$ cat config.mk
export PLATFORM = sky130hd
export DESIGN_NAME = ntc_fifo
export DESIGN_NICKNAME = d
export VERILOG_FILES = /design/src/ntc_pkg.sv /design/src/ntc_fifo.sv
export SDC_FILE = /design/constraint.sdc
export NUM_CORES = 1
export LEC_CHECK = 0
export ABC_AREA = 1
export BUFFER_PORTS_ARGS = -buffer_cell sky130_fd_sc_hd__buf_2
export CAP_MARGIN = 0
export CORE_MARGIN = 5
export CORE_UTILIZATION = 50
export CTS_CLUSTER_DIAMETER = 200
export DETAILED_ROUTE_END_ITERATION = 12
export GPL_ROUTABILITY_DRIVEN = 0
export GPL_TIMING_DRIVEN = 0
export PLACE_DENSITY = 0.78
export SYNTH_ARGS = -nofsm -noshare
export SYNTH_HDL_FRONTEND = slang
export SYNTH_SLANG_ARGS = --single-unit
$ cat constraint.sdc
create_clock -name i_clk -period 11 [get_ports i_clk]
set_input_delay 1.65 -clock i_clk [delete_from_list [all_inputs] [get_ports i_clk]]
set_output_delay 1.65 -clock i_clk [all_outputs]
set_load 0.03 [all_outputs]
$ cat src/ntc_pkg.sv
package ntc_pkg;

    localparam int DUTY_BITS_DEF = 10;
    localparam int ADC_BITS_DEF  = 12;

    localparam int RAW_W      = 12;
    localparam int NR_W       = 36;
    localparam int DR_W       = 32;
    localparam int LOG_W      = 36;
    localparam int DIV_NW     = 64;
    localparam int DIV_DW     = 48;
    localparam int FIFO_DEPTH = 2;

    localparam logic [2:0] CFG_RS   = 3'd0;
    localparam logic [2:0] CFG_R0   = 3'd1;
    localparam logic [2:0] CFG_BETA = 3'd2;
    localparam logic [2:0] CFG_T0   = 3'd3;
    localparam logic [2:0] CFG_LO   = 3'd4;
    localparam logic [2:0] CFG_HI   = 3'd5;

    localparam logic signed [15:0] TEMP_FLOOR = -16'sd5500;
    localparam logic signed [15:0] TEMP_CEIL  = 16'sd25000;
    localparam logic [29:0]        LN2_Q30   = 30'd744261118;
    localparam logic [23:0]        RES_MAX   = 24'hFFFFFF;
    localparam logic [16:0]        KELVIN_CK = 17'd27315;
    localparam logic [63:0]        TC_HI     = 64'd52315;
    localparam logic [63:0]        TC_LO     = 64'd21815;

    typedef struct packed {
        logic [19:0]        rs;
        logic [19:0]        r0;
        logic [13:0]        beta;
        logic signed [14:0] t0;
        logic signed [15:0] lo;
        logic signed [15:0] hi;
    } t_cfg;

    typedef struct packed {
        logic              ok;
        logic              fault;
        logic              raw0;
        logic [RAW_W-1:0]  raw;
        logic [NR_W-1:0]   nr;
        logic [DR_W-1:0]   dr;
    } t_item;

    typedef struct packed {
        logic              start;
        logic [DIV_NW-1:0] num;
        logic [DIV_DW-1:0] den;
    } t_div_req;

    typedef struct packed {
        logic              done;
        logic [DIV_NW-1:0] quo;
    } t_div_rsp;

    typedef struct packed {
        logic [23:0]        res;
        logic signed [15:0] temp;
        logic               sat;
        logic [13:0]        bright;
        logic [9:0]         duty;
        logic               fault;
        logic               valid;
    } t_result;

    typedef enum logic [3:0] {
        S_IDLE,
        S_RDIV,
        S_NORM,
        S_SQ,
        S_UPD,
        S_LN,
        S_LN2,
        S_MUL1,
        S_MUL2,
        S_TST,
        S_TDIV,
        S_MAP,
        S_BSTART,
        S_BDIV,
        S_DDIV,
        S_OUT
    } t_state;

endpackage

$ cat src/ntc_fifo.sv
module ntc_fifo
    import ntc_pkg::*;
(
    input  logic  i_clk,
    input  logic  i_rst_n,
    input  logic  i_push,
    input  t_item i_item,
    output logic  o_full,
    input  logic  i_pop,
    output t_item o_item,
    output logic  o_avail
);

    localparam int PW = (FIFO_DEPTH > 1) ? $clog2(FIFO_DEPTH) : 1;
    localparam int CW = $clog2(FIFO_DEPTH + 1);

    t_item          r_mem [FIFO_DEPTH];
    logic [PW-1:0]  r_wp;
    logic [PW-1:0]  r_rp;
    logic [CW-1:0]  r_cnt;

    always_ff @(posedge i_clk) begin
        if (!i_rst_n) begin
            r_wp  <= '0;
            r_rp  <= '0;
            r_cnt <= '0;
        end else begin
            if (i_push) begin
                r_wp <= (r_wp == PW'(FIFO_DEPTH - 1)) ? '0 : r_wp + PW'(1);
            end
            if (i_pop) begin
                r_rp <= (r_rp == PW'(FIFO_DEPTH - 1)) ? '0 : r_rp + PW'(1);
            end
            if (i_push && !i_pop) begin
                r_cnt <= r_cnt + CW'(1);
            end else if (!i_push && i_pop) begin
                r_cnt <= r_cnt - CW'(1);
            end
        end
    end

    always_ff @(posedge i_clk) begin
        if (i_push) begin
            r_mem[r_wp] <= i_item;
        end
    end

    assign o_item  = r_mem[r_rp];
    assign o_avail = (r_cnt != '0);
    assign o_full  = (r_cnt == CW'(FIFO_DEPTH));

endmodule

==> qor.csv, run 1 <==
metric,value,unit
utilization,0.649,
postCtsHoldBufs,0,
drive_gt1_frac,0.590,
leakage,3.30,nW
fmax,301,MHz
maxSlewViolCount,0,
synth.avg_cell_area,22.4,µm²
ys_ff_latch,171,
n_fill_cell,924,
numPortBuffers,171,
grt-ovfl-total,0,
cts_buffer_depth,2,
timing.rr.start,r_wp,
ir_drop,0.133,mV
clk-insertion-delay-late,0.41,ns
post_cts_buffers,0,
syn_inst,293,
num_rows,41,
grt_pass1_vias,3563,
end_kind,output port,
cts_max_level,4,
r2r-end,r_mem[1][68],
clk_pin_slew_worst_paths,0.06,ns
dp_hpwl,7980,µm
ant_nets,0,
viasPerCell,4.87,
fin_setup_tns,0,ns
antenna_found_initial,1,
syn_to_final_growth,25.7,%
yosysWarningCount,0,
grt_pass1_wl,18100,µm
netlist_area,0.00657,mm²
drtIter0Drc,190,
yosys-top-cells-area,"edfxtp_1, mux2_4, mux2_2, buf_12, dfxtp_1",
post-route-period-util,0.302,
min_path_type,reg2reg,
wirelength,11500,µm
place_inst,640,
period_minus_slack,3.32,ns
whs_path_depth,2,
grt_max_degree,48,
start_util,0.516,
instances_no_fill,672,
finClkSkew,0.00421,ns
synth_top_area_share,0.759,
dieArea,0.0155,mm²
crit_arrival,1.67,ns
final_cell_area,0.00826,mm²
slew_headroom,0.658,
grt_usage,0.153,
r2r_slack,9.39,ns
first_pass_iters,4,
startpoint_type,register,
setup_viol,0,
synth_cell_types,15,
cts_tree,done,
outcome,finished clean,
final_nets,575,
post_drt_wl_per_cell,17.1,µm
die_w,125,µm
total_power,1.48,mW
maxCapViolations,0,
vias,3270,
yosysTopAreaCell,edfxtp_1,
required,9.35,ns
cts.sinks,171,
root_buffer,clkbuf_16,
core_area,0.0127,mm²
worst_pin_slew,0.512,ns
synth_nets,381,
post_cts_resized,0,
powerDensity,179,mW/mm²
yosysSeqAreaShare,0.774,
ios,172,
multi_input_area,0.00130,mm²
critPathMaxFanout,10,
reg2reg_depth,3,
critPathKind,reg2out,
dieHeight,125,µm
place_area,0.00774,mm²
hold_viol,0,
ff_latch_area,0.00508,mm²
drc,0,
rsz0062_at_grt,no,
cts_made_buffers,17,
cp-endpoint,o_item[5],
antenna_cells,0,
-- cells by family after synthesis --
family / Yosys count / synth area share
flip-flops: 171 / 0.774
AO/OA/AOI/OAI: 2 / 0.00152
buffers and inverters: 17 / 0.0284
adder cells (fa/ha/maj): 1 / 0.00191
multiplexers: 83 / 0.182
AND/OR/NAND/NOR: 19 / 0.0114
-- layout make-up --
type,instances,area share
plain buffers,9,0.0189
clock buffers,20,0.0529
clock inverters,12,0.00940
inverters,8,0.00394
multi-input cells,105,0.158
flip-flops and latches,171,0.616
well taps,172,0.0261
repair buffers,175,0.115
-- state kept, by name (all words and copies together), names as in the netlist, named ones only --
| name | cells |
|---|---|
| r_rp | 1 |
| r_mem | 166 |
| r_wp | 1 |
| r_cnt | 2 |
-- worst max-delay path, cell delays in order (launching register included) --
cell     delay (ns)
dfxtp_1        0.33
buf_6          0.23
buf_12         0.19
mux2_4         0.30
buf_2          0.19
-- cells in the mapped netlist (all sizes together) --
master  number
nor2         8
buf          9
o21ai        1
edfxtp     166
ha           1
nand4        1
a21oi        1
nand3        1
nand2        9
dfxtp        5
inv          8
mux2        83
-- report_power, final --
part | internal [mW] | switching (mW) | leakage [nW] | total [mW]
clock network | 0.286 | 0.229 | 0.239 | 0.515
logic | 0.0845 | 0.119 | 1.46 | 0.204
registers | 0.754 | 0.00863 | 1.60 | 0.762
-- placed cells by master, fill, tap and decap left out --
cell type	n
buf_2	172
inv_1	7
o21ai_0	1
nor2_1	7
mux2_2	13
clkbuf_16	17
nand2_1	9
clkinv_2	2
edfxtp_1	166
clkinv_1	3
clkbuf_1	3
clkinv_4	3
buf_6	1
buf_12	9
buf_16	2
nor2_4	1
nand3_1	1
ha_1	1
clkinvlp_4	4
nand4_1	1
mux2_4	70
inv_4	1
a21oi_1	1
dfxtp_1	5
-- per-stage QoR --
| step | hold slack, ns | setup WS, ns |
|---|---|---|
| floorplan | 0.463 | 5.31 |
| detailed placement | 0.499 | 8.00 |
| CTS | 0.522 | 7.63 |
| finish | 0.521 | 7.68 |
| global placement | 0.477 | 3.31 |
| global route | 0.548 | 7.58 |
-- routing by layer --
| layer | vias to the layer above | GRT usage | wire (µm) | share of wire |
|---|---|---|---|---|
| met5 | - | 0 | 13 | 0.0011 |
| met4 | 2 | 0.0658 | 240 | 0.021 |
| met3 | 19 | 0.0682 | 954 | 0.083 |
| met2 | 119 | 0.259 | 5850 | 0.51 |
| met1 | 1592 | 0.166 | 4420 | 0.38 |
| li1 | 1538 | - | - | - |
-- worst min-delay path by stage --
stage	from	endpoint	slack, ns
after CTS	r_rp	r_rp	0.52
after global routing	r_rp	register	0.55
after global placement	r_rp	r_rp	0.48
after floorplan	r_rp	register	0.46
final	r_rp	r_rp	0.52
after detailed placement	r_rp	r_rp	0.50
(Power assumes the default switching activity.)
==> inputs of run 2 (changes only) <==
Clock period 11 ns to 3.3 ns, I/O delays scaled along.
==> qor.csv, run 2 (synthesis gave the netlist of run 1 again) <==
metric,value,unit
maxCapViolations,0,
grt-ovfl-total,0,
leakage,3.32,nW
post_cts_resized,0,
hold-path-endpoint,r_mem[1][77],
startpoint_type,register,
utilization,0.651,
final_cell_area,0.00828,mm²
antenna_found_initial,0,
critPathKind,reg2out,
end_kind,output port,
use_met3,0.0613,
min_path_type,in2reg,
drive_gt1_frac,0.589,
ant_nets,0,
maxSlewViolCount,0,
p_sw,1.17,mW
whs_path_depth,1,
ios,172,
num_rows,41,
timing.rr.start,r_wp,
cts_max_level,4,
dieHeight,125,µm
clk-insertion-delay-late,0.42,ns
crit_arrival,1.68,ns
vias,3242,
ff_latch_area,0.00508,mm²
min_from,i_item[77],
final_common_cell,buf_2,
required,2.80,ns
slew_headroom,0.538,
place_ws,1.41,ns
hold_viol,0,
dieArea,0.0155,mm²
cts.sinks,171,
pwr-share-clk,0.371,
drtIter0Drc,147,
powerDensity,617,mW/mm²
ir_drop,0.413,mV
largest_reg_flops,166,
first_pass_iters,4,
reg2reg_depth,3,
viasPerCell,4.83,
regMostFlops,r_mem,
cts_tree,done,
multi_input_area,0.00130,mm²
grt_pass1_vias,3493,
grt_busiest_layer,met2,
use_met2,0.258,
swShare,0.229,
fmax,460,MHz
top_regs,"r_mem (166), r_cnt (2)",
n_fill_cell,909,
cts_buffer_depth,2,
post-route-period-util,0.659,
antenna_cells,0,
grt_usage,0.151,
post_cts_buffers,0,
postCtsHoldBufs,0,
intPower,3.94,mW
cts_made_buffers,17,
numPortBuffers,171,
pwr-share-comb,0.132,
period_minus_slack,2.17,ns
seqPwrFrac,0.498,
setup_viol,0,
final_cell_mix,"buf_2, edfxtp_1, mux2_4",
r2r_slack,1.69,ns
worst_pin_slew,0.692,ns
dp_hpwl,7980,µm
wirelength,11600,µm
drc,0,
rsz0062_at_grt,no,
start_util,0.516,
r2r-end,r_mem[1][61],
grt_max_degree,45,
syn_to_final_growth,26.1,%
clk_pin_slew_worst_paths,0.06,ns
gr-usage-met1,0.168,
finClkSkew,0.00591,ns
fin_setup_tns,0,ns
post_drt_wl_per_cell,17.3,µm
outcome,finished clean,
die_w,125,µm
critPathMaxFanout,10,
root_buffer,clkbuf_16,
place_area,0.00771,mm²
final_nets,574,
grt_pass1_wl,17900,µm
finalWorstSetupSlack,1.13,ns
core_area,0.0127,mm²
-- run 2: changes by cell type in the layout (fill, tap and decap cells not counted), moves of 2 or more --
cell | previous run | this run
clkbuf_1 | 3 | 6
clkinv_1 | 3 | 0
clkinv_4 | 3 | 0
bufinv_16 | 0 | 2
clkbuf_8 | 0 | 2
-- run 2: layout make-up --
class                   count  share of cell area
well taps                 172              0.0260
repair buffers            174               0.111
multi-input cells         105               0.157
inverters                   8             0.00393
clock inverters             7              0.0112
plain buffers               9              0.0189
clock buffers              25              0.0574
flip-flops and latches    171               0.614
-- run 2: how the worst max path moves through the flow --
stage	endpoint	slack [ns]	depth (start not counted)
after floorplan	r_mem[0][0]	0.20	2
after detailed placement	r_mem[0][14]	1.41	4
after CTS	o_item[61]	1.09	4
after global placement	r_mem[0][10]	-1.0	3
after global routing	o_item[58]	1.06	4
final	o_item[62]	1.13	4
-- run 2: worst max-delay path, stage by stage, from the launching register on --
cell	delay [ns]
dfxtp_1	0.34
buf_6	0.24
buf_12	0.19
mux2_4	0.31
buf_2	0.18
-- run 2: layer usage --
layer / vias to the layer above / wire [µm]
li1: 1528 / -
met1: 1575 / 4510
met2: 127 / 6000
met3: 12 / 897
met4: 0 / 191
met5: - / 0
-- run 2: power by group through the flow --
stage	combinational [mW]	sequential, mW	clock, mW
global route	0.713	2.55	2.04
finish	0.674	2.54	1.89
detailed placement	0.682	2.59	0
floorplan	0.475	2.59	0
global placement	0.655	2.59	0
CTS	0.685	2.54	1.94
-- run 2: per-stage QoR --
| step | hold WS, ns | cells | total power, mW |
|---|---|---|---|
| 4_1_cts | 0.238 | 671 | 5.17 |
| 5_1_grt | 0.234 | 671 | 5.31 |
| 3_5_place_dp | 0.504 | 639 | 3.27 |
| 6_report | 0.261 | 671 | 5.11 |
| 3_3_place_gp | 0.476 | 636 | 3.25 |
| 2_1_floorplan | 0.463 | 293 | 3.06 |
==> inputs of run 3 (changes only) <==
Settings changed: CORE_UTILIZATION 50 to 47, PLACE_DENSITY 0.78 to 0.77.
Clock period 3.3 ns to 1.9 ns, I/O delays scaled along.
==> qor.csv, run 3 (synthesis gave the netlist of run 1 again) <==
metric,value,unit
outcome,finished clean,
grt_pass1_vias,3540,
ir_drop,0.594,mV
place_area,0.00774,mm²
finalWorstSetupSlack,0.0384,ns
root_buffer,clkbuf_16,
dieHeight,128,µm
antenna_cells,0,
path_delay_family,buffers and inverters,
n_fill_cell,1044,
start_util,0.477,
period_minus_slack,1.86,ns
fin_setup_tns,0,ns
dp_hpwl,8150,µm
place_inst,648,
end_kind,output port,
critPathMaxFanout,10,
grt_usage,0.147,
total_power,8.73,mW
instances_no_fill,682,
required,1.62,ns
slowest_delay,0.38,ns
ff_latch_area,0.00509,mm²
grt_pass1_wl,17900,µm
critPathKind,reg2out,
maxCapViolations,0,
hold_slack,0.0513,ns
path_cells,"clkbuf_16, buf_12, mux2_4, buf_2",
worst_pin_slew,1.03,ns
maxSlewViolCount,0,
grt_max_degree,42,
antenna_found_initial,1,
cts_buffer_depth,2,
cts_made_buffers,17,
clk_pin_slew_worst_paths,0.06,ns
drc,0,
cts_tree,done,
cp_num_buf_inv,3,
final_common_cell,edfxtp_1,
utilization,0.610,
hold_viol,0,
largest_reg_flops,166,
num_rows,43,
post_drt_wl_per_cell,17.5,µm
min_path_type,in2reg,
numPortBuffers,171,
vias,3258,
final_cell_area,0.00840,mm²
cts.sinks,171,
ant_nets,0,
cts_max_level,4,
syn_to_final_growth,27.9,%
viasPerCell,4.78,
final_cell_mix,"edfxtp_1, buf_2, mux2_4",
crit_arrival,1.58,ns
die_w,128,µm
wirelength,11900,µm
clk-insertion-delay-late,0.42,ns
place_ws,-0.0318,ns
multi_input_area,0.00131,mm²
cp_slowest_cell,dfxtp_4,
regMostFlops,r_mem,
finClkSkew,0.0108,ns
drive_gt1_frac,0.596,
rsz0062_at_grt,yes,
core_area,0.0138,mm²
final_nets,578,
startpoint_type,register,
post-route-period-util,0.980,
slew_headroom,0.312,
first_pass_iters,4,
dieArea,0.0164,mm²
drtIter0Drc,136,
grt-ovfl-total,0,
leakage,3.34,nW
fmax,537,MHz
powerDensity,1040,mW/mm²
setup_viol,0,
ios,172,
top_regs,"r_mem (166), r_cnt (2)",
[run 3: final timing paths]
check             start           end  slack (ns)  cells after the start
min reg2reg        r_rp          r_rp        0.51                      2
min          i_item[63]  r_mem[1][63]        0.05                      1
max reg2reg        r_wp  r_mem[0][67]        0.16                      2
max            register    o_item[39]        0.04                      4
[run 3: per-layer routing]
metal | vias to the layer above | GRT usage | part of all wire
met5 | - | 0 | 0.0011
met4 | 2 | 0.0468 | 0.012
met3 | 17 | 0.0613 | 0.074
met2 | 119 | 0.253 | 0.52
met1 | 1584 | 0.165 | 0.39
li1 | 1536 | - | -
[run 3: worst register-to-register path: stages, from the launching register on]
cell	delay (ns)
dfxtp_2	0.34
nor2_4	0.78
buf_12	0.29
[run 3: area by class of cell]
cell class                 count  area share
tap                          180      0.0268
clock inverter                 8     0.00864
buffer                         9      0.0200
sequential                   171       0.606
multi-input combinational    105       0.155
clock buffer                  23      0.0533
inverter                       8     0.00402
timing repair buffer         178       0.126
[run 3: power by group]
part | switching, mW | total (mW) | internal, mW | leakage, nW
Combinational | 0.702 | 1.23 | 0.528 | 1.50
Sequential | 0.0520 | 4.42 | 4.36 | 1.60
Clock | 1.30 | 3.08 | 1.78 | 0.238
[run 3: timing repair]
| action | 4_1_cts | 5_1_grt |
|---|---|---|
| resized for setup | 19 | 9 |
| buffers inserted | 1 | 0 |
| hold buffers | 0 | 0 |
| cloned | 0 | 2 |
| endpoints found under the setup margin | 70 | 82 |
