`config.mk`:
```
export PLATFORM = sky130hd
export DESIGN_NAME = ntc_div
export DESIGN_NICKNAME = d
export VERILOG_FILES = /design/src/ntc_pkg.sv /design/src/ntc_div.sv
export SDC_FILE = /design/constraint.sdc
export NUM_CORES = 1
export LEC_CHECK = 0
export CAP_MARGIN = 20
export CORE_ASPECT_RATIO = 0.75
export CORE_UTILIZATION = 35
export CTS_CLUSTER_SIZE = 30
export DETAILED_ROUTE_END_ITERATION = 7
export DONT_BUFFER_PORTS = 1
export HOLD_SLACK_MARGIN = 0.1
export PLACE_DENSITY = 0.56
export SLEW_MARGIN = 10
export SYNTH_ARGS = -nofsm -noshare
export SYNTH_HDL_FRONTEND = slang
export SYNTH_SLANG_ARGS = --single-unit
export TNS_END_PERCENT = 5
```
`constraint.sdc`:
```
create_clock -name i_clk -period 3.64 [get_ports i_clk]
set_clock_uncertainty 0.15 [all_clocks]
set_input_delay 0.546 -clock i_clk [delete_from_list [all_inputs] [get_ports i_clk]]
set_output_delay 0.546 -clock i_clk [all_outputs]
set_load 0.05 [all_outputs]
```
`src/ntc_pkg.sv`:
```
package ntc_pkg;

    localparam int DUTY_BITS_DEF = 10;
    localparam int ADC_BITS_DEF  = 12;

    localparam int RAW_W      = 12;
    localparam int NR_W       = 36;
    localparam int DR_W       = 32;
    localparam int LOG_W      = 36;
    localparam int DIV_NW     = 64;
    localparam int DIV_DW     = 48;
    localparam int FIFO_DEPTH = 2;

    localparam logic [2:0] CFG_RS   = 3'd0;
    localparam logic [2:0] CFG_R0   = 3'd1;
    localparam logic [2:0] CFG_BETA = 3'd2;
    localparam logic [2:0] CFG_T0   = 3'd3;
    localparam logic [2:0] CFG_LO   = 3'd4;
    localparam logic [2:0] CFG_HI   = 3'd5;

    localparam logic signed [15:0] TEMP_FLOOR = -16'sd5500;
    localparam logic signed [15:0] TEMP_CEIL  = 16'sd25000;
    localparam logic [29:0]        LN2_Q30   = 30'd744261118;
    localparam logic [23:0]        RES_MAX   = 24'hFFFFFF;
    localparam logic [16:0]        KELVIN_CK = 17'd27315;
    localparam logic [63:0]        TC_HI     = 64'd52315;
    localparam logic [63:0]        TC_LO     = 64'd21815;

    typedef struct packed {
        logic [19:0]        rs;
        logic [19:0]        r0;
        logic [13:0]        beta;
        logic signed [14:0] t0;
        logic signed [15:0] lo;
        logic signed [15:0] hi;
    } t_cfg;

    typedef struct packed {
        logic              ok;
        logic              fault;
        logic              raw0;
        logic [RAW_W-1:0]  raw;
        logic [NR_W-1:0]   nr;
        logic [DR_W-1:0]   dr;
    } t_item;

    typedef struct packed {
        logic              start;
        logic [DIV_NW-1:0] num;
        logic [DIV_DW-1:0] den;
    } t_div_req;

    typedef struct packed {
        logic              done;
        logic [DIV_NW-1:0] quo;
    } t_div_rsp;

    typedef struct packed {
        logic [23:0]        res;
        logic signed [15:0] temp;
        logic               sat;
        logic [13:0]        bright;
        logic [9:0]         duty;
        logic               fault;
        logic               valid;
    } t_result;

    typedef enum logic [3:0] {
        S_IDLE,
        S_RDIV,
        S_NORM,
        S_SQ,
        S_UPD,
        S_LN,
        S_LN2,
        S_MUL1,
        S_MUL2,
        S_TST,
        S_TDIV,
        S_MAP,
        S_BSTART,
        S_BDIV,
        S_DDIV,
        S_OUT
    } t_state;

endpackage

```
`src/ntc_div.sv`:
```
module ntc_div
    import ntc_pkg::*;
(
    input  logic     i_clk,
    input  logic     i_rst_n,
    input  t_div_req i_req,
    output t_div_rsp o_rsp
);

    localparam int CW = $clog2(DIV_NW);

    logic              r_busy, n_busy;
    logic              r_done, n_done;
    logic [CW-1:0]     r_cnt, n_cnt;
    logic [DIV_NW-1:0] r_q, n_q;
    logic [DIV_DW-1:0] r_rem, n_rem;
    logic [DIV_DW-1:0] r_den, n_den;
    logic [DIV_DW:0]   trial;
    logic [DIV_DW:0]   diff;
    logic              ge;

    always_comb begin
        trial  = {r_rem, r_q[DIV_NW-1]};
        ge     = (trial >= {1'b0, r_den});
        diff   = trial - {1'b0, r_den};
        n_busy = r_busy;
        n_done = 1'b0;
        n_cnt  = r_cnt;
        n_q    = r_q;
        n_rem  = r_rem;
        n_den  = r_den;
        if (!r_busy && i_req.start) begin
            n_q    = i_req.num;
            n_rem  = '0;
            n_den  = i_req.den;
            n_cnt  = '0;
            n_busy = 1'b1;
        end else if (r_busy) begin
            n_rem = ge ? diff[DIV_DW-1:0] : trial[DIV_DW-1:0];
            n_q   = {r_q[DIV_NW-2:0], ge};
            n_cnt = r_cnt + CW'(1);
            if (r_cnt == CW'(DIV_NW - 1)) begin
                n_busy = 1'b0;
                n_done = 1'b1;
            end
        end
    end

    always_ff @(posedge i_clk) begin
        if (!i_rst_n) begin
            r_busy <= 1'b0;
            r_done <= 1'b0;
        end else begin
            r_busy <= n_busy;
            r_done <= n_done;
        end
    end

    always_ff @(posedge i_clk) begin
        r_cnt <= n_cnt;
        r_q   <= n_q;
        r_rem <= n_rem;
        r_den <= n_den;
    end

    assign o_rsp.done = r_done;
    assign o_rsp.quo  = r_q;

endmodule

```
==> results of run 1 <==
## cells in the final DEF, fill, tap and decap left out, types with 17 or more instances in the layout
| cell | count |
|---|---|
| nand3_1 | 18 |
| o21ai_0 | 33 |
| nand4_1 | 43 |
| mux2_2 | 64 |
| a21oi_1 | 69 |
| edfxtp_1 | 112 |
| inv_1 | 62 |
| dlygate4sd3_1 | 50 |
| clkbuf_16 | 17 |
| nor2_1 | 40 |
| dfxtp_1 | 55 |
| xnor2_1 | 21 |
| xor2_1 | 22 |
| nor3_1 | 23 |
| ha_1 | 47 |
| buf_4 | 54 |
| o311ai_1 | 20 |
| nand2_1 | 97 |
## layer usage
layer / routed length, um / vias up / track usage
met4: 326 / 0 / 0.0504
li1: - / 3723 / -
met3: 1870 / 24 / 0.0571
met5: 0 / - / 0
met1: 12900 / 3619 / 0.270
met2: 10700 / 236 / 0.266
## cells in the mapped netlist (6+ instances only)
| library cell | number | area share |
|---|---|---|
| a211oi_1 | 12 | 0.0093 |
| a21o_1 | 10 | 0.0077 |
| a21oi_1 | 69 | 0.036 |
| a41oi_1 | 6 | 0.0054 |
| and2_1 | 7 | 0.0045 |
| and3_1 | 12 | 0.0077 |
| clkbuf_1 | 43 | 0.017 |
| dfxtp_1 | 56 | 0.12 |
| edfxtp_1 | 112 | 0.35 |
| ha_1 | 49 | 0.063 |
| inv_1 | 63 | 0.024 |
| mux2_2 | 64 | 0.074 |
| nand2_1 | 98 | 0.038 |
| nand2b_1 | 7 | 0.0045 |
| nand3_1 | 18 | 0.0093 |
| nand4_1 | 43 | 0.028 |
| nor2_1 | 42 | 0.016 |
| nor3_1 | 23 | 0.012 |
| o211ai_1 | 11 | 0.0085 |
| o21a_1 | 10 | 0.0077 |
| o21ai_0 | 34 | 0.018 |
| o311ai_1 | 20 | 0.018 |
| o31ai_1 | 15 | 0.012 |
| or3_1 | 6 | 0.0039 |
| xnor2_1 | 21 | 0.019 |
| xor2_1 | 22 | 0.020 |
## worst max-delay path by stage
stage	startpoint	end	slack, ns	cells after the start
floorplan	r_q[63]	r_rem[46]	0.26	12
CTS	r_den[11]	r_rem[43]	0.07	12
detailed placement	r_den[20]	r_rem[25]	0.06	12
global placement	r_den[18]	r_rem[27]	0.14	12
finish	r_den[11]	r_rem[40]	0.17	13
global route	r_den[11]	r_rem[31]	0.003	13
## stage by stage
stage / cell area (um^2) / utilization / setup slack, ns
2_1_floorplan: 9710 / - / 0.262
3_3_place_gp: 10400 / 0.383 / 0.137
3_5_place_dp: 10400 / 0.383 / 0.0616
4_1_cts: 11500 / 0.424 / 0.0748
5_1_grt: 11500 / 0.425 / 0.00305
6_report: 11500 / 0.425 / 0.166
## critical path, cell delays in order, from the launching register on
cell      delay (ns)
edfxtp_1        0.33
inv_1           0.05
ha_2            0.39
nand4_2         0.16
or4b_1          0.52
a21o_1          0.22
o211ai_4        0.27
a31oi_4         0.15
o211ai_4        0.20
buf_4           0.15
o21ai_4         0.11
buf_4           0.24
a41o_1          0.25
a31o_1          0.17
## what timing repair did
item / in CTS / in global routing
hold buffers: 50 / 0
endpoints found under the hold margin: 52 / 0
setup endpoints to repair: 2 / 6
setup buffers: 0 / 0
resized for setup: 1 / 7
## layout make-up
type                            instances  area share
Multi-Input combinational cell        672       0.417
Sequential cell                       168       0.389
Timing Repair Buffer                  106      0.0821
Tap cell                              351      0.0381
Clock buffer                           17      0.0369
Inverter                               64      0.0209
Clock inverter                         15      0.0157
Antenna cell                            1    0.000217
## flip-flops by register name, summed over array words and instances (netlist names)
| signal | count |
|---|---|
| r_done | 1 |
| r_q | 64 |
| r_busy | 1 |
| r_den | 48 |
| r_cnt | 6 |
| r_rem | 48 |
## cells by family after synthesis
family,Yosys count
AOI/OAI and AO/OA,237
xor gates and xnor gates,43
adders and majority gates,50
buffers and inverters,118
DFF,168
muxes,66
and+or+nand+nor,276
## power by group
group	internal, W	total [W]	switching (W)
clock network	0.000984	0.00187	0.000883
registers	0.00246	0.00307	0.000612
logic	0.00157	0.00380	0.00223
total	0.00501	0.00873	0.00372
==> impl_metrics.py, run 1 <==
metrics = {
    "outcome": {
        "status": "finished, final reports clean",
    },
    "yosys": {
        "seq_area_frac_synth": 0.462,
        "synth_compound_area_frac": 0.168,
        "synth_xor_xnor_area_share": 0.0388,
        "async_reset_ff_frac": 0,
        "synth_edf_count": 112,
        "synth_ff_type": "edfxtp_1",
        "syn_nets": 1123,
        "synth_area_um2": 9710,
        "synth-simple-area-share": 0.140,
        "ys_ff_latch": 168,
        "synthCells": 958,
        "synthAdderAreaFrac": 0.0652,
        "syn_avg_cell_area_um2": 10.1,
        "synth-warning-count": 0,
        "ys_types": 71,
        "synth_top_family_by_area": "compound AO/OA/AOI/OAI gates",
        "synthMuxAreaShare": 0.0763,
    },
    "detailed_routing": {
        "wire_per_inst_um": 18.5,
        "final_antenna_net_count": 0,
        "drtIter0Drc": 589,
        "drt-pass1-iter-count": 5,
        "vias_per_cell": 5.45,
        "routed_wl_um": 25800,
        "vias": 7602,
        "drc": 0,
    },
    "final_layout": {
        "fin_cells": 1394,
        "area_growth_pct": 18.6,
        "nets": 1194,
        "regArea_um2": 4490,
        "nFillCells": 2640,
        "multi_input_area_um2": 4800,
        "drive_gt1_frac": 0.166,
    },
    "min_path": {
        "hold_path.class": "input port to flip-flop",
        "hold-path-endpoint": "r_q[29]",
        "hold_start": "i_req[77]",
        "hold_depth": 1,
    },
    "die": {
        "start_util": 0.358,
        "coreArea_um2": 27100,
        "std_cell_rows": 52,
        "num_io_pins": 180,
        "dieArea_um2": 28400,
        "dieHeight_um": 146,
        "die_w_um": 194,
    },
    "place": {
        "io_buffers": 0,
        "place_inst": 1311,
        "post-dp-hpwl_um": 18200,
        "gp_congestion": 0.913,
    },
    "clock_network": {
        "cts_root_buf": "clkbuf_16",
        "cts_buffers": 17,
        "cts_tree": "done",
        "clkSinkCount": 168,
        "clkLatencyLatePin_ns": 0.45,
        "clk_pin_slew_ns": 0.08,
        "cts_max_level": 4,
        "clk_path_buf_depth": 2,
    },
    "sta": {
        "maxSlewHeadroom": 0.411,
        "period_needed_ns": 3.47,
        "setup_tns_ns": 0,
        "setup_viol": 0,
        "worst_pin_slew_ns": 0.883,
        "grt_setup_unrepaired": "no",
        "fmax_mhz": 288,
        "whs_ns": 0.161,
        "fin_crit_sh": 0.954,
        "drv_slew": 0,
        "final-hold-violation-count": 0,
    },
    "critical_path": {
        "critical_path_required_ns": 3.84,
        "cp-start-kind": "flip-flop",
        "worst-setup-path-type": "flip-flop to flip-flop",
        "timing.rr.end": "r_rem[40]",
        "timing.rr.start": "r_den[11]",
        "cp.arrival_ns": 3.67,
        "r2r_slack_ns": 0.17,
        "endpoint_kind": "flip-flop",
        "crit_fanout": 14,
        "worst_r2r_path_depth": 13,
    },
    "grt": {
        "grt_overflow_total": 0,
        "grt_antenna_before_repair": 1,
        "grt_pass1_vias": 7499,
        "grt_max_degree": 65,
        "track_usage": 0.186,
        "grt_pass1_wl_um": 41400,
    },
    "power_and_ir_drop": {
        "irDropWorstVdd_v": 0.000398,
        "p_per_area_nw_per_um2": 758,
        "p_leak_nw": 4.42,
        "power.total_w": 0.00873,
    },
    "job": {
        "drv_cap": 0,
    },
}
(Power assumes the default switching activity.)
==> inputs of run 2 (changes only) <==
--- a/config.mk
+++ b/config.mk
@@ -13,6 +13,7 @@
 export DONT_BUFFER_PORTS = 1
 export HOLD_SLACK_MARGIN = 0.1
 export PLACE_DENSITY = 0.56
+export SETUP_SLACK_MARGIN = 0.5
 export SLEW_MARGIN = 10
 export SYNTH_ARGS = -nofsm -noshare
 export SYNTH_HDL_FRONTEND = slang
==> run 2 against run 1 <==
Against the previous run: cell count increased by 1.2%; count of clock-buffer cells in the layout unchanged; combinational power increased by 9.7%.
==> impl_metrics.py, run 2 (synthesized netlist as in run 1, its figures left out) <==
metrics = {
    "sta": {
        "drv_slew": 0,
        "setup_viol": 0,
        "whs_ns": 0.155,
        "fin_crit_sh": 0.880,
        "maxSlewHeadroom": 0.556,
        "fmax_mhz": 312,
        "worst_pin_slew_ns": 0.666,
        "final-hold-violation-count": 0,
        "grt_setup_unrepaired": "yes",
        "setup_tns_ns": 0,
        "period_needed_ns": 3.20,
    },
    "power_and_ir_drop": {
        "irDropWorstVdd_v": 0.000410,
        "combPwrFrac": 0.459,
        "p_seq_frac": 0.342,
        "p_per_area_nw_per_um2": 754,
        "clkPwrFrac": 0.199,
        "p_switching_w": 0.00393,
        "sw_frac_of_total": 0.432,
        "p_leak_nw": 4.51,
        "intPower_w": 0.00515,
    },
    "final_layout": {
        "mostFrequentLayoutCell": "edfxtp_1",
        "largest_register_ffs": 64,
        "largest_register": "r_q",
        "area_growth_pct": 24.0,
        "biggestRegsByFlops": "r_q (64), r_den (48), r_rem (48)",
        "fin_cells": 1411,
        "final_cell_mix": "112 x edfxtp_1, 96 x nand2_1, 63 x mux2_2",
        "nets": 1211,
        "drive_gt1_frac": 0.225,
    },
    "grt": {
        "grt_max_degree": 115,
        "track_usage": 0.189,
        "grt_antenna_before_repair": 1,
        "grt_pass1_vias": 7510,
        "grt_pass1_wl_um": 41900,
        "grt_overflow_total": 0,
    },
    "place": {
        "io_buffers": 0,
        "post-dp-hpwl_um": 18100,
        "gp_congestion": 0.887,
        "place_inst": 1306,
    },
    "die": {
        "dieHeight_um": 146,
        "dieArea_um2": 28400,
        "num_io_pins": 180,
        "coreArea_um2": 27100,
        "std_cell_rows": 52,
        "start_util": 0.358,
        "die_w_um": 194,
    },
    "critical_path": {
        "critical_path_required_ns": 3.82,
        "worst-setup-path-type": "flip-flop to flip-flop",
        "crit_fanout": 9,
        "cp.arrival_ns": 3.39,
        "endpoint_kind": "flip-flop",
        "cp-start-kind": "flip-flop",
    },
    "detailed_routing": {
        "final_antenna_net_count": 0,
        "wire_per_inst_um": 18.9,
        "drtIter0Drc": 619,
        "routed_wl_um": 26700,
        "drt-pass1-iter-count": 5,
        "vias_per_cell": 5.48,
        "drc": 0,
        "vias": 7735,
    },
    "clock_network": {
        "cts_root_buf": "clkbuf_16",
        "cts_max_level": 4,
        "clkLatencyLatePin_ns": 0.45,
        "clkSinkCount": 168,
        "cts_tree": "done",
        "clk_pin_slew_ns": 0.08,
        "cts_buffers": 17,
        "clk_path_buf_depth": 2,
    },
    "outcome": {
        "status": "finished, final reports clean",
    },
    "job": {
        "drv_cap": 0,
    },
    "min_path": {
        "hold_path.class": "input port to flip-flop",
    },
}
[run 2: repair_timing]
action | CTS | global route
gates resized for setup | 39 | 46
hold endpoints to repair | 52 | 0
cloned | 1 | 0
endpoints found under the setup margin | 49 | 49
pin swaps | 19 | 15
buffers inserted | 14 | 7
hold buffers | 50 | 0
[run 2: per-layer routing]
metal	wire (um)	global-route usage	vias up
li1	-	-	3742
met1	13400	0.278	3742
met2	11300	0.269	226
met3	1680	0.0550	25
met4	280	0.0460	0
met5	0	0	-
[run 2: final timing paths]
check             cells after the start         to  slack (ns)       from
setup / recovery                     13  r_rem[43]        0.44  r_den[11]
setup reg to reg                     13  r_rem[43]        0.44  r_den[11]
hold reg to reg                       2  r_rem[13]        0.33  r_rem[13]
hold / removal                        1    r_q[18]        0.15  i_req[66]
[run 2: cell type report]
cell class / count / area (um^2)
Antenna cell: 1 / 2.50
Clock buffer: 17 / 425
Clock inverter: 15 / 153
Fill cell: 2607 / 15100
Inverter: 64 / 240
Multi-Input combinational cell: 672 / 5140
Sequential cell: 168 / 4490
Tap cell: 351 / 439
Timing Repair Buffer: 123 / 1160
[run 2: worst max-delay path: stages, from the launching register on]
cell	delay, ns
edfxtp_1	0.34
inv_2	0.05
ha_4	0.28
nand4_4	0.10
or4b_1	0.52
a21o_1	0.22
o211ai_4	0.22
a31oi_4	0.14
o211ai_4	0.20
buf_4	0.14
o21a_4	0.15
nor2_4	0.06
buf_6	0.15
a311o_1	0.35
[run 2: power groups by stage]
stage	clock network (W)	registers [W]	logic, W
after detailed placement	0	0.00311	0.00365
after global routing	0.00194	0.00315	0.00455
after floorplan	0	0.00302	0.00264
after global placement	0	0.00310	0.00364
after CTS	0.00186	0.00309	0.00391
final	0.00181	0.00311	0.00417
[run 2: metrics by stage]
step,power [W],worst slack (ns),instance area (um^2),utilization
2_1_floorplan,0.00566,0.438,9720,-
3_3_place_gp,0.00674,0.0902,10400,0.382
3_5_place_dp,0.00676,0.0560,10400,0.382
4_1_cts,0.00887,0.429,11800,0.433
5_1_grt,0.00965,0.300,12000,0.444
6_report,0.00908,0.435,12000,0.444
==> inputs of run 3 (changes only) <==
==> constraint.sdc (replaced) <==
create_clock -name i_clk -period 3.64 [get_ports i_clk]
set_clock_uncertainty 0.15 [all_clocks]
set_input_delay 0.728 -clock i_clk [delete_from_list [all_inputs] [get_ports i_clk]]
set_output_delay 0.728 -clock i_clk [all_outputs]
set_load 0.05 [all_outputs]
==> run 3 against run 2 <==
Against the previous run: combinational power down 6.2%; clock power about the same; maximum frequency down 0.96%; critical path type unchanged; largest power group unchanged.
==> impl_metrics.py, run 3 (synthesized netlist as in run 1, its figures left out) <==
metrics = {
    "outcome": {
        "status": "finished, final reports clean",
    },
    "power_and_ir_drop": {
        "p_per_area_nw_per_um2": 778,
        "irDropWorstVdd_v": 0.000380,
        "p_leak_nw": 4.24,
    },
    "clock_network": {
        "cts_buffers": 17,
        "cts_hold_buf": 0,
        "clk_path_buf_depth": 2,
        "cts_tree": "done",
        "cts_max_level": 4,
        "clk_pin_slew_ns": 0.07,
        "clkSinkCount": 168,
        "cts_root_buf": "clkbuf_16",
        "clkLatencyLatePin_ns": 0.45,
    },
    "die": {
        "dieArea_um2": 28400,
        "start_util": 0.358,
        "num_io_pins": 180,
        "std_cell_rows": 52,
        "dieHeight_um": 146,
        "coreArea_um2": 27100,
        "die_w_um": 194,
    },
    "grt": {
        "grt_pass1_wl_um": 41300,
        "grt_antenna_before_repair": 1,
        "grt_overflow_total": 0,
        "grt_pass1_vias": 7257,
        "track_usage": 0.187,
        "grt_max_degree": 115,
    },
    "sta": {
        "setup_tns_ns": 0,
        "period_needed_ns": 3.24,
        "final-hold-violation-count": 0,
        "fmax_mhz": 309,
        "drv_slew": 0,
        "worst_pin_slew_ns": 1.00,
        "fin_crit_sh": 0.889,
        "grt_setup_unrepaired": "yes",
        "maxSlewHeadroom": 0.332,
        "setup_viol": 0,
    },
    "detailed_routing": {
        "final_antenna_net_count": 0,
        "vias": 7590,
        "wire_per_inst_um": 19.8,
        "drt-pass1-iter-count": 6,
        "drc": 0,
        "routed_wl_um": 26600,
        "vias_per_cell": 5.64,
        "drtIter0Drc": 627,
    },
    "critical_path": {
        "cp-start-kind": "flip-flop",
        "cp.arrival_ns": 3.42,
        "crit_fanout": 13,
        "endpoint_kind": "flip-flop",
        "critical_path_required_ns": 3.82,
        "worst-setup-path-type": "flip-flop to flip-flop",
    },
    "final_layout": {
        "mostFrequentLayoutCell": "edfxtp_1",
        "final_cell_mix": "112 x edfxtp_1, 96 x nand2_1, 64 x mux2_2",
        "area_growth_pct": 16.4,
        "drive_gt1_frac": 0.210,
        "nets": 1146,
        "biggestRegsByFlops": "r_q (64), r_den (48), r_rem (48)",
        "largest_register": "r_q",
        "antenna_cells": 0,
        "utilization": 0.417,
        "largest_register_ffs": 64,
    },
    "place": {
        "gp_congestion": 0.901,
        "post-dp-hpwl_um": 18400,
        "io_buffers": 0,
    },
    "min_path": {
        "hold_path.class": "input port to flip-flop",
    },
    "job": {
        "drv_cap": 0,
    },
}
## run 3: changes by cell type in the layout (fill, tap and decap cells not counted), moves of 3 or more
cell | previous run | this run
dlygate4sd3_1 | 50 | 0
buf_4 | 58 | 48
ha_1 | 35 | 41
a211oi_2 | 1 | 6
a21oi_1 | 56 | 61
buf_6 | 9 | 4
ha_4 | 11 | 6
a21oi_2 | 11 | 7
inv_1 | 56 | 60
inv_2 | 7 | 3
a211oi_1 | 8 | 5
buf_12 | 6 | 3
## run 3: area by class of cell
type,instances,area (um^2)
clock buffer,17,425
clock inverter,15,159
fill,2596,15800
inverter,64,240
multi-input combinational,673,5040
sequential,168,4490
tap,351,439
timing repair buffer,57,520
## run 3: through the flow
step / hold WS (ns) / setup WS (ns) / cells / total power, W / area (um^2)
after floorplan: 0.303 / 0.262 / 958 / 0.00565 / 9710
after global placement: 0.316 / 0.179 / 1294 / 0.00662 / 10300
after detailed placement: 0.323 / 0.0861 / 1294 / 0.00663 / 10300
after CTS: 0.188 / 0.387 / 1338 / 0.00866 / 11100
after global routing: 0.196 / 0.303 / 1345 / 0.00933 / 11300
final: 0.221 / 0.404 / 1345 / 0.00880 / 11300
## run 3: where the power goes
group | internal [W] | switching (W)
clock | 0.000914 | 0.000880
sequential | 0.00246 | 0.000640
combinational | 0.00160 | 0.00231
total | 0.00497 | 0.00383
## run 3: layer usage
layer | global-route usage | up-vias | wire length [um]
met2 | 0.273 | 278 | 11300
li1 | - | 3636 | -
met1 | 0.268 | 3660 | 13000
met3 | 0.0545 | 14 | 2050
met4 | 0.0476 | 2 | 212
met5 | 0 | - | 13
## run 3: critical path: stages (launching register included)
cell and delay, ns:
edfxtp_1 0.34, inv_2 0.05, ha_4 0.28, nand4_4 0.10, or4b_1 0.51, a21o_1 0.23, o211ai_4 0.22, a31oi_4 0.15
o211ai_4 0.23, buf_6 0.14, o21ai_4 0.06, buf_6 0.16, buf_6 0.13, buf_12 0.14, a21oi_1 0.15, o31ai_1 0.08
## run 3: path summary, 6_finish.rpt
kind	startpoint	endpoint	slack, ns	cells after the start
worst min register to register	r_rem[13]	r_rem[13]	0.33	2
worst min-delay path	i_req[37]	r_den[37]	0.22	0
worst max register to register	r_den[10]	r_rem[9]	0.40	15
worst max-delay path	r_den[10]	r_rem[9]	0.40	15
## run 3: timing repair
action                                  4_1_cts  5_1_grt
pin swaps                                    12       15
endpoints found under the setup margin       49       49
gates cloned                                  3        0
resized for setup                            31       29
buffers inserted                              9        7
